`src/rtl/keystroke_line_editor_with_history_defines.svh`:
```
// assertion macros for the keystroke line editor
// used at the end of the top level; expects clk and arst_n in scope
`ifndef KEYSTROKE_LINE_EDITOR_WITH_HISTORY_DEFINES_SVH
`define KEYSTROKE_LINE_EDITOR_WITH_HISTORY_DEFINES_SVH

// same-cycle implication
`define KLED_AST_IMP(label, ante, cons) \
	label: assert property (@(posedge clk) disable iff (!arst_n) (ante) |-> (cons)) \
		else $error("kled check failed");

// next-cycle implication
`define KLED_AST_NXT(label, ante, cons) \
	label: assert property (@(posedge clk) disable iff (!arst_n) (ante) |=> (cons)) \
		else $error("kled check failed");

`endif

```
`src/rtl/kled_ram.sv`:
```
// generic single write port, single read port ram with registered read
// no dependencies
module kled_ram #(
	parameter int WIDTH = 7,
	parameter int DEPTH = 64
) (
	input  logic                     clk,
	input  logic                     we,
	input  logic [$clog2(DEPTH)-1:0] waddr,
	input  logic [WIDTH-1:0]         wdata,
	input  logic [$clog2(DEPTH)-1:0] raddr,
	output logic [WIDTH-1:0]         rdata
);
	logic [WIDTH-1:0] mem_q [DEPTH];

	always_ff @(posedge clk) begin
		if (we) begin
			mem_q[waddr] <= wdata;
		end
		rdata <= mem_q[raddr];
	end
endmodule
```
`config.mk`:
```
export PLATFORM = sky130hd
export DESIGN_NAME = kled_ram
export DESIGN_NICKNAME = d
export VERILOG_FILES = /design/src/rtl/keystroke_line_editor_with_history_defines.svh /design/src/rtl/kled_ram.sv
export SDC_FILE = /design/constraint.sdc
export NUM_CORES = 1
export LEC_CHECK = 0
export ABC_AREA = 1
export BUFFER_PORTS_ARGS = -buffer_cell sky130_fd_sc_hd__buf_2
export CORE_UTILIZATION = 60
export DETAILED_ROUTE_END_ITERATION = 10
export GPL_ROUTABILITY_DRIVEN = 0
export GPL_TIMING_DRIVEN = 1
export MAX_ROUTING_LAYER = met4
export PLACE_DENSITY = 0.83
export SYNTH_ARGS = -nofsm -noshare
export SYNTH_HDL_FRONTEND = slang
export SYNTH_SLANG_ARGS = --single-unit
```
`constraint.sdc`:
```
create_clock -name clk -period 4.9 [get_ports clk]
set_input_delay 0 -clock clk [delete_from_list [all_inputs] [get_ports clk]]
set_output_delay 0 -clock clk [all_outputs]
set_load 0.02 [all_outputs]
```
==> impl_metrics.prom <==
# TYPE chip_impl_metric gauge
chip_impl_metric{name="final_worst_setup_slack",unit="ns"} 2.68
chip_impl_info{name="yosysMostFrequentCell",value="nand2_1"} 1
chip_impl_metric{name="register_bit_total_from_synthesis",unit=""} 455
chip_impl_metric{name="min_period",unit="ns"} 2.22
chip_impl_info{name="critPathLaunch",value="raddr[1]"} 1
chip_impl_info{name="crit_path_end",value="rdata[2]"} 1
chip_impl_metric{name="yosysWarnings",unit=""} 0
chip_impl_metric{name="clkSlewWorstSetupHoldPaths",unit="ns"} 0.06
chip_impl_metric{name="setup_viol",unit=""} 0
chip_impl_metric{name="area_growth",unit="%"} 8.79
chip_impl_metric{name="synth_fa_ha_area_share",unit="%"} 0
chip_impl_info{name="timing.critical_path.to_type",value="flop"} 1
chip_impl_metric{name="hpwlAfterDp",unit="um"} 23800
chip_impl_metric{name="register_area",unit="mm2"} 0.0136
chip_impl_metric{name="port_buffer_count",unit=""} 27
chip_impl_metric{name="via_per_inst",unit=""} 6.25
chip_impl_info{name="rsz0062_at_grt",value="false"} 1
chip_impl_metric{name="gr-total-overflow",unit=""} 0
chip_impl_metric{name="drive_gt1_share",unit="%"} 6.92
chip_impl_metric{name="worst_hold_slack",unit="ns"} 0.0576
chip_impl_info{name="rr_endpoint",value="rdata[6]"} 1
chip_impl_metric{name="postSynthNetCount",unit=""} 1611
chip_impl_metric{name="floorplan.rows",unit=""} 64
chip_impl_metric{name="dr.first_iter.drc_count",unit=""} 1976
chip_impl_metric{name="timing_worst_slew_pin_value",unit="ns"} 1.05
chip_impl_metric{name="globalRouteMet1Util",unit="%"} 37.8
chip_impl_info{name="post_synth_main_area_contributors",value="edfxtp_1 73%, nand2_1 11%, nand3_1 10%, buf_2 1.3%, nor2_1 1.1%"} 1
chip_impl_metric{name="wl",unit="um"} 44000
chip_impl_metric{name="synthDistinctLibCells",unit=""} 15
chip_impl_metric{name="first_pass_iters",unit=""} 6
chip_impl_metric{name="maxSlewHeadroom",unit="%"} 30.0
chip_impl_metric{name="critPathRequiredTime",unit="ns"} 5.38
chip_impl_metric{name="layout_worst_path_cycle_share",unit="%"} 45.3
chip_impl_metric{name="hold_viol",unit=""} 0
chip_impl_metric{name="post-place-ws",unit="ns"} 2.22
chip_impl_metric{name="die_area",unit="mm2"} 0.0316
chip_impl_metric{name="cts_inserted_buffers",unit=""} 42
chip_impl_metric{name="grt.met3_usage",unit="%"} 5.01
chip_impl_info{name="run_status",value="complete, no violations"} 1
chip_impl_metric{name="antenna_violations_before_repair",unit=""} 1
chip_impl_metric{name="maximum_number_of_pins_on_one_net_before_global_route_repair",unit=""} 121
chip_impl_metric{name="worst_ep_arrival_time",unit="ns"} 2.70
chip_impl_metric{name="timing.reg2reg.setup_slack",unit="ns"} 3.44
chip_impl_metric{name="cts_sinks",unit=""} 455
chip_impl_metric{name="xor_xnor_portion_of_the_synthesized_cell_area",unit="%"} 0
chip_impl_info{name="postSynth.topFlopCell",value="edfxtp_1"} 1
chip_impl_info{name="worstReg2RegStart",value="mem_q[19][6]"} 1
chip_impl_metric{name="power_density",unit="mW/mm2"} 396
chip_impl_metric{name="timing.fmax",unit="MHz"} 450
chip_impl_metric{name="synth.cell_area",unit="mm2"} 0.0185
chip_impl_metric{name="wire_length_per_cell",unit="um"} 21.8
chip_impl_metric{name="h_tree_lvls",unit=""} 2
chip_impl_metric{name="synthSimpleGateAreaFrac",unit="%"} 23.6
chip_impl_metric{name="synth_edf_count",unit=""} 448
chip_impl_metric{name="num-nets-final",unit=""} 1609
chip_impl_info{name="top_usage_layer",value="met2"} 1
chip_impl_info{name="crit_type",value="input port to flop"} 1
chip_impl_metric{name="grt_pass1_wl",unit="um"} 65700
chip_impl_metric{name="grt_pass1_vias",unit=""} 11800
chip_impl_metric{name="netlist_instances",unit=""} 1590
chip_impl_metric{name="clk_latency",unit="ns"} 0.54
chip_impl_metric{name="power.ir.vdd_worst",unit="uV"} 272
chip_impl_metric{name="cts-resized-gates",unit=""} 0
chip_impl_info{name="holdCritPathClass",value="input port to flop"} 1
chip_impl_info{name="clk_root_buffer_cell",value="clkbuf_16"} 1
chip_impl_metric{name="maxCapViolations",unit=""} 0
chip_impl_metric{name="multi_input_area",unit="mm2"} 0.00437
chip_impl_metric{name="ant_nets",unit=""} 0
chip_impl_metric{name="final_non_filler_cells",unit=""} 2015
chip_impl_metric{name="max-clock-path-buffers",unit=""} 3
chip_impl_info{name="synth_top_family_by_area",value="simple AND/OR/NAND/NOR gates"} 1
chip_impl_metric{name="start_util",unit="%"} 60.8
chip_impl_metric{name="die_h",unit="um"} 178
chip_impl_info{name="most_area_hungry_cell_type_in_the_yosys_netlist",value="edfxtp_1"} 1
chip_impl_metric{name="top_level_ports",unit=""} 28
chip_impl_metric{name="grt_util_met2",unit="%"} 44.2
chip_impl_metric{name="power.static_leakage",unit="nW"} 7.25
chip_impl_metric{name="die-width",unit="um"} 178
chip_impl_metric{name="routed-via-count",unit=""} 12600
chip_impl_metric{name="synth_compound_area_share",unit="%"} 0
chip_impl_metric{name="synth.yosys.seq_area_share",unit="%"} 73.3
chip_impl_metric{name="floorplan.core_area",unit="mm2"} 0.0305
chip_impl_metric{name="cts_hold_buf",unit=""} 2
chip_impl_metric{name="timing.final.max_slew_violations",unit=""} 0
chip_impl_metric{name="synth.avg_cell_area",unit="um2"} 11.7
chip_impl_metric{name="skew_final",unit="ns"} 0.0180
chip_impl_metric{name="fillers",unit=""} 2107
chip_impl_info{name="yosys-top-cells-count",value="567 x nand2_1, 448 x edfxtp_1, 385 x nand3_1"} 1
chip_impl_info{name="cp-start-kind",value="input port"} 1
chip_impl_metric{name="post-place-cells",unit=""} 1938
chip_impl_metric{name="sum_neg_setup_slack",unit="ns"} 0
chip_impl_metric{name="critical_path_peak_fanout",unit=""} 63
chip_impl_metric{name="synth.mux.area_fraction",unit="%"} 0
chip_impl_metric{name="worst_r2r_path_depth",unit=""} 8
chip_impl_metric{name="fraction_of_post_synthesis_cell_area_in_the_top_cell_type_by_area",unit="%"} 72.5
chip_impl_metric{name="drc",unit=""} 0
chip_impl_metric{name="async_flop_share",unit="%"} 0
chip_impl_info{name="cts_tree",value="yes"} 1
chip_impl_metric{name="grt.total_usage",unit="%"} 29.0
chip_impl_metric{name="post-cts-setup-buffer-count",unit=""} 0
-- worst max-delay path, cell delays in order --
cell and delay, ns:
buf_4 0.34, clkinv_2 0.75, buf_4 0.63, nand3_1 0.20, nand3_1 0.12, nand2_1 0.14, nand2_1 0.06, nand3_1 0.21
nand3_1 0.09, nand2_1 0.07
-- cells by family (layout without fill, tap and decap cells) --
group / count (synthesis) / count (layout)
DFF: 455 / 455
and+or+nand+nor: 1025 / 1025
other: 0 / 1
buffers and inverters: 110 / 138
-- per-layer routing --
layer,part of all wire [%],wire (um)
met4,4.8,2130
met5,0,0
met1,37,16500
met2,48,20900
met3,10,4500
-- state kept, by name, summed over array words and instances, names as in the netlist --
name and count:
rdata 7, mem_q 448
-- layout by cell type (no fill, tap or decap) --
cell	count
clkinv_1	6
inv_6	2
inv_1	9
buf_2	25
nor4_1	8
clkinv_2	8
clkinv_4	2
clkbuf_16	43
nand4_1	9
dlygate4sd3_1	2
nand2_1	567
nand3_1	385
buf_6	1
clkbuf_8	3
clkbuf_1	9
bufinv_16	3
dfxtp_1	7
inv_2	1
nor2_1	56
diode_2	1
edfxtp_1	448
buf_4	24
-- worst min path at each step --
| stage | end | slack [ns] | startpoint | cells past startpoint |
|---|---|---|---|---|
| floorplan | mem_q[0][0] | 0.1 | wdata[0] | 0 |
| global placement | rdata[5] | 0.37 | raddr[5] | 3 |
| detailed placement | rdata[1] | 0.37 | raddr[5] | 3 |
| CTS | mem_q[48][3] | 0.05 | waddr[0] | 3 |
| global route | mem_q[48][3] | 0.05 | waddr[1] | 3 |
| finish | mem_q[48][3] | 0.06 | waddr[1] | 3 |
-- power breakdown --
part | total, mW | leakage, nW | internal, mW | switching [mW]
Clock | 3.17 | 0.654 | 1.81 | 1.36
Sequential | 4.32 | 4.09 | 4.31 | 0.0115
Combinational | 0.493 | 2.50 | 0.116 | 0.377
Total | 7.99 | 7.25 | 6.24 | 1.75
-- area by class of cell --
cell class,count,share of cell area (%)
clock inverter,19,0.862
tap,396,2.46
timing repair buffer,52,1.67
inverter,12,0.254
clock buffer,55,5.71
multi-input combinational,1025,21.7
antenna,1,0.0124
sequential,455,67.4
-- per-stage QoR --
step                      area [um2]  util [%]  power (mW)
after floorplan                18500         -        4.69
after global placement         18800      61.7        4.86
after detailed placement       18800      61.7        4.88
after CTS                      20200      66.1        7.98
after global routing           20200      66.1        8.17
final                          20200      66.1        7.99
Note: power is estimated with default switching activity, not from simulation.
